`src/rtl/arpc_pkg.sv`:
```
// ----------------------------------------------------------------------------
// arpc_pkg
// Shared types and constants for the ARP address cache.
// ----------------------------------------------------------------------------
`timescale 1ns / 1ps
`default_nettype none

package arpc_pkg;

  localparam int unsigned OpcW = 16;
  localparam int unsigned IpW  = 32;
  localparam int unsigned MacW = 48;

  localparam logic [OpcW-1:0] OPCODE_REPLY = 16'd2;

  localparam logic CMD_RECORD = 1'b0;
  localparam logic CMD_LOOKUP = 1'b1;

  // one result word
  typedef struct packed {
    logic            stored;
    logic            hit;
    logic [MacW-1:0] mac;
  } res_t;

endpackage

`default_nettype wire

```
`src/rtl/arp_cache_fifo_table.sv`:
```
// ----------------------------------------------------------------------------
// arp_cache_fifo_table
// IPv4-to-MAC cache with round-robin replacement and a linear lookup scan.
// ----------------------------------------------------------------------------
//  channel  | dir | tdata                                  | tuser
//  s_axis   | in  | arp_opcode[15:0] addr_ip[47:16]        | command
//           |     | addr_mac[95:48]                        |
//  m_axis   | out | mac_out[47:0]                          | hit[0] stored[1]
//
//  A record is accepted and then handed off; a lookup scans the stored entries
//  one at a time between accept and hand-off, as the single memory read port
//  allows. One word is in the engine at a time; a finished word moves to the
//  output register, so the next word is taken while it waits.
//  Reset clears the write pointer and fill count; the store needs no sweep.
//  Output stalls hold the engine only once the output register is full.
// ----------------------------------------------------------------------------
`timescale 1ns / 1ps
`default_nettype none

module arp_cache_fifo_table #(
  parameter int unsigned ENTRIES = 16
) (
  input  wire logic        clk_i,
  input  wire logic        rst_ni,
  input  wire logic        s_axis_tvalid,
  output      logic        s_axis_tready,
  input  wire logic [95:0] s_axis_tdata,  // arp_opcode, addr_ip, addr_mac
  input  wire logic        s_axis_tuser,  // command
  output      logic        m_axis_tvalid,
  input  wire logic        m_axis_tready,
  output      logic [47:0] m_axis_tdata,  // mac_out
  output      logic [1:0]  m_axis_tuser   // hit, stored
);
  import arpc_pkg::*;

  localparam int unsigned IW = (ENTRIES > 1) ? $clog2(ENTRIES) : 1;
  localparam int unsigned CW = $clog2(ENTRIES + 1);
  localparam int unsigned DW = IpW + MacW;

  localparam logic [1:0] ST_IDLE = 2'd0;
  localparam logic [1:0] ST_SCAN = 2'd1;
  localparam logic [1:0] ST_PUSH = 2'd2;

  logic [1:0]      state_q, state_d;
  logic [IW-1:0]   slot_q, slot_d;
  logic [CW-1:0]   count_q, count_d;
  logic [IW-1:0]   idx_q, idx_d;
  logic [IpW-1:0]  query_q, query_d;
  res_t            res_q, res_d;

  logic            cmd;
  logic [OpcW-1:0] opcode;
  logic [IpW-1:0]  ip;
  logic [MacW-1:0] mac;
  logic            accept;
  logic            we;
  logic [IW-1:0]   raddr;
  logic [DW-1:0]   rdata;
  logic [CW-1:0]   idx_nx;
  logic            push_ready;
  res_t            out_res;

  assign opcode = s_axis_tdata[OpcW-1:0];
  assign ip     = s_axis_tdata[OpcW+IpW-1:OpcW];
  assign mac    = s_axis_tdata[OpcW+IpW+MacW-1:OpcW+IpW];
  assign cmd    = s_axis_tuser;

  assign s_axis_tready = (state_q == ST_IDLE);
  assign accept        = s_axis_tvalid && s_axis_tready;
  assign we            = accept && (cmd == CMD_RECORD) && (opcode == OPCODE_REPLY);

  assign idx_nx = CW'(idx_q) + 1'b1;
  // read one ahead while scanning; entry 0 on the accept cycle
  assign raddr  = ((state_q == ST_SCAN) && (idx_q != IW'(ENTRIES - 1))) ?
                  IW'(idx_nx) : '0;

  arpc_mem #(
    .ENTRIES(ENTRIES),
    .IW     (IW),
    .DW     (DW)
  ) u_mem (
    .clk_i  (clk_i),
    .we_i   (we),
    .waddr_i(slot_q),
    .wdata_i({mac, ip}),
    .raddr_i(raddr),
    .rdata_o(rdata)
  );

  always_comb begin
    state_d = state_q;
    slot_d  = slot_q;
    count_d = count_q;
    idx_d   = idx_q;
    query_d = query_q;
    res_d   = res_q;
    unique case (state_q)
      ST_IDLE: begin
        if (accept) begin
          res_d   = '0;
          query_d = ip;
          idx_d   = '0;
          state_d = ST_PUSH;
          if (cmd == CMD_LOOKUP) begin
            if (count_q != '0) begin
              state_d = ST_SCAN;
            end
          end else if (we) begin
            res_d.stored = 1'b1;
            slot_d = (slot_q == IW'(ENTRIES - 1)) ? '0 : slot_q + 1'b1;
            if (count_q != CW'(ENTRIES)) begin
              count_d = count_q + 1'b1;
            end
          end
        end
      end
      ST_SCAN: begin
        if (rdata[IpW-1:0] == query_q) begin
          res_d.hit = 1'b1;
          res_d.mac = rdata[DW-1:IpW];
          state_d   = ST_PUSH;
        end else if (idx_nx == count_q) begin
          state_d = ST_PUSH;
        end else begin
          idx_d = IW'(idx_nx);
        end
      end
      ST_PUSH: begin
        if (push_ready) begin
          state_d = ST_IDLE;
        end
      end
      default: state_d = ST_IDLE;
    endcase
  end

  always_ff @(posedge clk_i or negedge rst_ni) begin
    if (!rst_ni) begin
      state_q <= ST_IDLE;
      slot_q  <= '0;
      count_q <= '0;
    end else begin
      state_q <= state_d;
      slot_q  <= slot_d;
      count_q <= count_d;
    end
  end

  always_ff @(posedge clk_i) begin
    idx_q   <= idx_d;
    query_q <= query_d;
    res_q   <= res_d;
  end

  arpc_out_reg u_out (
    .clk_i      (clk_i),
    .rst_ni     (rst_ni),
    .in_valid_i (state_q == ST_PUSH),
    .in_ready_o (push_ready),
    .in_res_i   (res_q),
    .out_valid_o(m_axis_tvalid),
    .out_ready_i(m_axis_tready),
    .out_res_o  (out_res)
  );

  assign m_axis_tdata = out_res.mac;
  assign m_axis_tuser = {out_res.stored, out_res.hit};

endmodule

`default_nettype wire

```
`src/rtl/arpc_mem.sv`:
```
// ----------------------------------------------------------------------------
// arpc_mem
// Entry store: one write port, one read port with registered read data.
// ----------------------------------------------------------------------------
`timescale 1ns / 1ps
`default_nettype none

module arpc_mem #(
  parameter int unsigned ENTRIES = 16,
  parameter int unsigned IW      = 4,
  parameter int unsigned DW      = 80
) (
  input  wire logic          clk_i,
  input  wire logic          we_i,
  input  wire logic [IW-1:0] waddr_i,
  input  wire logic [DW-1:0] wdata_i,
  input  wire logic [IW-1:0] raddr_i,
  output      logic [DW-1:0] rdata_o
);

  logic [DW-1:0] mem_q [ENTRIES];

  always_ff @(posedge clk_i) begin
    if (we_i) begin
      mem_q[waddr_i] <= wdata_i;
    end
    rdata_o <= mem_q[raddr_i];
  end

endmodule

`default_nettype wire

```
`src/rtl/arpc_out_reg.sv`:
```
// ----------------------------------------------------------------------------
// arpc_out_reg
// Output register for result words; frees the scan engine while a word waits.
// ----------------------------------------------------------------------------
`timescale 1ns / 1ps
`default_nettype none

module arpc_out_reg (
  input  wire logic          clk_i,
  input  wire logic          rst_ni,
  input  wire logic          in_valid_i,
  output      logic          in_ready_o,
  input  wire arpc_pkg::res_t in_res_i,
  output      logic          out_valid_o,
  input  wire logic          out_ready_i,
  output      arpc_pkg::res_t out_res_o
);
  import arpc_pkg::*;

  logic valid_q, valid_d;
  res_t res_q;

  assign in_ready_o  = !valid_q || out_ready_i;
  assign out_valid_o = valid_q;
  assign out_res_o   = res_q;

  always_comb begin
    valid_d = valid_q;
    if (in_ready_o) begin
      valid_d = in_valid_i;
    end
  end

  always_ff @(posedge clk_i or negedge rst_ni) begin
    if (!rst_ni) begin
      valid_q <= 1'b0;
    end else begin
      valid_q <= valid_d;
    end
  end

  always_ff @(posedge clk_i) begin
    if (in_ready_o && in_valid_i) begin
      res_q <= in_res_i;
    end
  end

endmodule

`default_nettype wire

```
`config.mk`:
```
export PLATFORM = sky130hd
export DESIGN_NAME = arp_cache_fifo_table
export DESIGN_NICKNAME = d
export VERILOG_FILES = /design/src/rtl/arpc_pkg.sv /design/src/rtl/arp_cache_fifo_table.sv /design/src/rtl/arpc_mem.sv /design/src/rtl/arpc_out_reg.sv
export SDC_FILE = /design/constraint.sdc
export NUM_CORES = 2
export LEC_CHECK = 0
export BUFFER_PORTS_ARGS = -buffer_cell sky130_fd_sc_hd__buf_4
export CAP_MARGIN = 40
export CORE_MARGIN = 3
export CORE_UTILIZATION = 30
export CTS_BUF_LIST = sky130_fd_sc_hd__clkbuf_2
export DETAILED_ROUTE_END_ITERATION = 16
export GPL_TIMING_DRIVEN = 0
export PLACE_DENSITY = 0.49
export SLEW_MARGIN = 20
export SYNTH_ARGS = -nofsm -noshare
export SYNTH_HDL_FRONTEND = slang
export SYNTH_SLANG_ARGS = --single-unit
```
`constraint.sdc`:
```
create_clock -name clk_i -period 10.3 [get_ports clk_i]
set_input_delay 1.03 -clock clk_i [delete_from_list [all_inputs] [get_ports clk_i]]
set_output_delay 1.03 -clock clk_i [all_outputs]
set_load 0.01 [all_outputs]
```
==> summary.md <==
| Metric | Value |
|---|---|
| Vias in the first global route | `between 30k and 40k` |
| Clk sinks | `1508` |
| Clk_skew | `0.2428 ns` |
| Die span in x | `448.5 um` |
| Total I/O pin count | `153` |
| Cell chosen for the clock root | `clkbuf_2` |
| Total wire length | `194600 um` |
| Mean Syn Cell Area | `roughly 15 um2` |
| CTS tree | `built` |
| Post-route antenna net violation count | `0` |
| Power, Total | `~11 mW` |
| Post-Syn Area | `58730 um2` |
| Core ar. | `193600 um2` |
| Worst slew pin tran | `1.203 ns` |
| MaxCap Viol Count | `0` |
| Placer Congestion | `~0.78` |
| Worst path required time | `~12 ns` |
| Area of the multi-input gates | `12740 um2` |
| Max Clk Rate | `231.1 MHz` |
| Gr usage total | `0.1898` |
| Post-synth net total | `3996` |
| Post_cts resized | `0` |
| Final setup viols | `0` |
| Initial Utilization | `0.3034` |
| Seq/Total Area, Yosys | `0.7564` |
| Skew-Pair Late Insertion Delay | `1.89 ns` |
| Comb power frac | `0.032` |
| Detail Placement HPWL | `125700 um` |
| CTS Buffer Depth | `4` |
| Unique masters post-synth | `42` |
| Total negative slack | `0 ns` |
| Clk pwr share | `0.375` |
| Fin. max-slew vios | `0` |
| Async SR Flop Fraction | `0.007958` |
| Crit path max-delay family | `simple AND/OR/NAND/NOR gates` |
| EDFF count, synth | `1416` |
| Cell mode on critical path | `dlygate4sd3_1` |
| Pre-CTS WS | `6.148 ns` |
| Final worst slack | `5.974 ns` |
| Crit path launch type | `flop` |
| DRT Pass-1 Iters | `5` |
| RSZ-0062 raised after global routing | `false` |
| Switch share | `0.2430` |
| Commonest non-fill, non-tap cell in the layout | `edfxtp_1` |
| Worst path buffer plus inverter count | `3` |
| Initial antenna violation count | `11` |
| WL/cell | `25.56 um` |
| Arrival @ worst endpoint | `5.74 ns` |
| Slowest cell on crit path | `dlygate4sd3_1` |
| Crit Path Category | `reg -> reg` |
| CP max stage delay | `0.63 ns` |
| Routed vias/inst | `5.153` |
| Peak supply drop | `120.8 uV` |
| Num CTS Buffers | `408` |
| Fillcell total | `between 15k and 20k` |
| Leak pwr | `22.76 nW` |
| 1st-iter DRT viols | `4146` |
| Cell count after synthesis | `about 3.9k` |
| YS warnings | `0` |
| FF/Latch Area | `approximately 44000 um2` |
| CP Max Fanout | `41` |
| Area grow syn2layout | `19.10%` |
| Largest net degree at the start of global routing | `45` |
| FP Rows | `between 150 and 200` |
| H-tree depth | `5` |
| Pwr Density | `163.1 nW/um2` |
| I/O Buffers | `about 150` |
| P_int | `8.638 mW` |
| Power share of the sequential group | `0.594` |
| Overflow after GRT | `0` |
| Min cycle time layout | `approximately 4.3 ns` |
| Final core utilization | `0.3613` |
| DRC | `0` |
| DR vias | `39.24k` |
| First-pass GRT wire length | `around 280000 um` |
| Worst hold path class | `in -> reg` |
| Yosys reg bits | `between 1.5k and 2k` |
| Fin. Hold Viols | `0` |
| Max transition margin | `0.1981` |
| Clock transition at path regs | `around 0.1 ns` |
| Status | `finished clean` |
| Full die area | `201100 um2` |
| P_sw | `between 2 and 3 mW` |
| Commonest cells after routing, fill and taps aside | `edfxtp_1, clkbuf_2, nand3_1` |
| Crit-path cells | `or3b_4 > or4_4 > dlygate4sd3_1 > nor2_1 > dlygate4sd3_1 > and3_1 > and2_4 > buf_16` |
| Layout cell share with drive strength beyond 1 | `0.2192` |
| Main synth FF type | `edfxtp_1` |
| Die Y | `~450 um` |
| Period utilization | `0.4200` |
| Final net count | `4804` |
| CP endpoint kind | `flop` |
==> logic make-up (layout without fill, tap and decap cells) <==
kind of cell | Yosys count | count (layout) | synth area share
buffers and inverters | 360 | 1472 | 0.02772
xor gates and xnor gates | 44 | 44 | 0.006562
AOI/OAI and AO/OA | 1132 | 1132 | 0.1309
other | 0 | 6 | 0
DFF | 1508 | 1508 | 0.7564
adders and majority gates | 7 | 7 | 0.001491
muxes | 81 | 81 | 0.01383
and+or+nand+nor | 756 | 756 | 0.06315
==> power by group through the flow <==
stage               sequential [mW]  combinational (mW)  clock [mW]
floorplan                      6.93              0.0541           0
global placement               6.93               0.272           0
detailed placement             6.92               0.299           0
CTS                            6.78               0.369        4.41
global route                   6.78               0.388        4.72
finish                         6.78               0.361        4.27
==> cells in the mapped netlist, types with 35 or more instances <==
master,instances,area share
edfxtp_1,1416,0.72
nand3_1,327,0.028
o21ai_0,324,0.028
a21oi_1,320,0.027
clkbuf_1,234,0.015
nor2_1,165,0.011
nor3_1,161,0.014
o31ai_1,161,0.021
o32ai_1,160,0.024
o221a_2,95,0.018
dfxtp_1,80,0.027
mux2i_1,80,0.014
buf_2,73,0.0062
and2_1,65,0.0069
o221a_1,65,0.012
xor2_1,35,0.0052
==> state kept, by name (all words and copies together) (netlist names) <==
signal,count
count_q,5
idx_q,4
query_q,32
res_q,50
slot_q,4
state_q,2
u_mem.mem_q,1280
u_mem.rdata_o,80
u_out.out_res_o,50
u_out.out_valid_o,1
==> metrics by stage <==
stage | area [um2] | instances | hold slack [ns]
after floorplan | 58730 | 3888 | 0.4003
after global placement | 63130 | 6648 | 0.4023
after detailed placement | 64290 | 6696 | 0.4045
after CTS | 69890 | 7605 | 0.01542
after global routing | 69930 | 7610 | 0.1665
final | 69940 | 7614 | 0.2857
==> per-layer routing <==
metal | global-route usage | vias up | part of all wire
met3 | 0.03956 | 316 | 0.072
met5 | 0 | - | 0
met4 | 0.06566 | 0 | 0.030
li1 | - | 17400 | -
met1 | 0.2573 | 19840 | 0.43
met2 | 0.3022 | 1681 | 0.47
==> worst reg2reg max path, stage by stage, from the launching register on <==
cell,delay (ns)
dfrtp_1,0.45
or3b_4,0.48
or4_4,0.43
dlygate4sd3_1,0.63
nor2_1,0.14
dlygate4sd3_1,0.61
and3_1,0.28
and2_4,0.61
buf_16,0.32
==> area by class of cell <==
type / instances / area share
antenna: 6 / 0.0002147
buffer: 351 / 0.02299
clock buffer: 627 / 0.04486
clock inverter: 87 / 0.007281
inverter: 9 / 0.0005009
multi-input combinational: 2020 / 0.1821
sequential: 1508 / 0.6351
tap: 2608 / 0.04665
timing repair buffer: 398 / 0.06025
==> path summary, 6_finish.rpt <==
kind,start,slack (ns),endpoint,cells after the start
worst max-delay path,state_q[1],5.97,u_mem.mem_q[5][54],8
max in group asynchronous,rst_ni,9.49,slot_q[0],3
worst max register to register,state_q[1],5.97,u_mem.mem_q[5][54],8
worst min-delay path,s_axis_tdata[13],0.29,u_mem.mem_q[13][77],6
worst min register to register,res_q[43],0.42,u_out.out_res_o[43],0
min in group asynchronous,rst_ni,0.39,count_q[2],3
==> what timing repair did <==
item                      4_1_cts  5_1_grt
buffers inserted                0        0
hold buffers                  195        0
hold endpoints to repair     1717        0
Note: power is estimated with default switching activity, not from simulation.
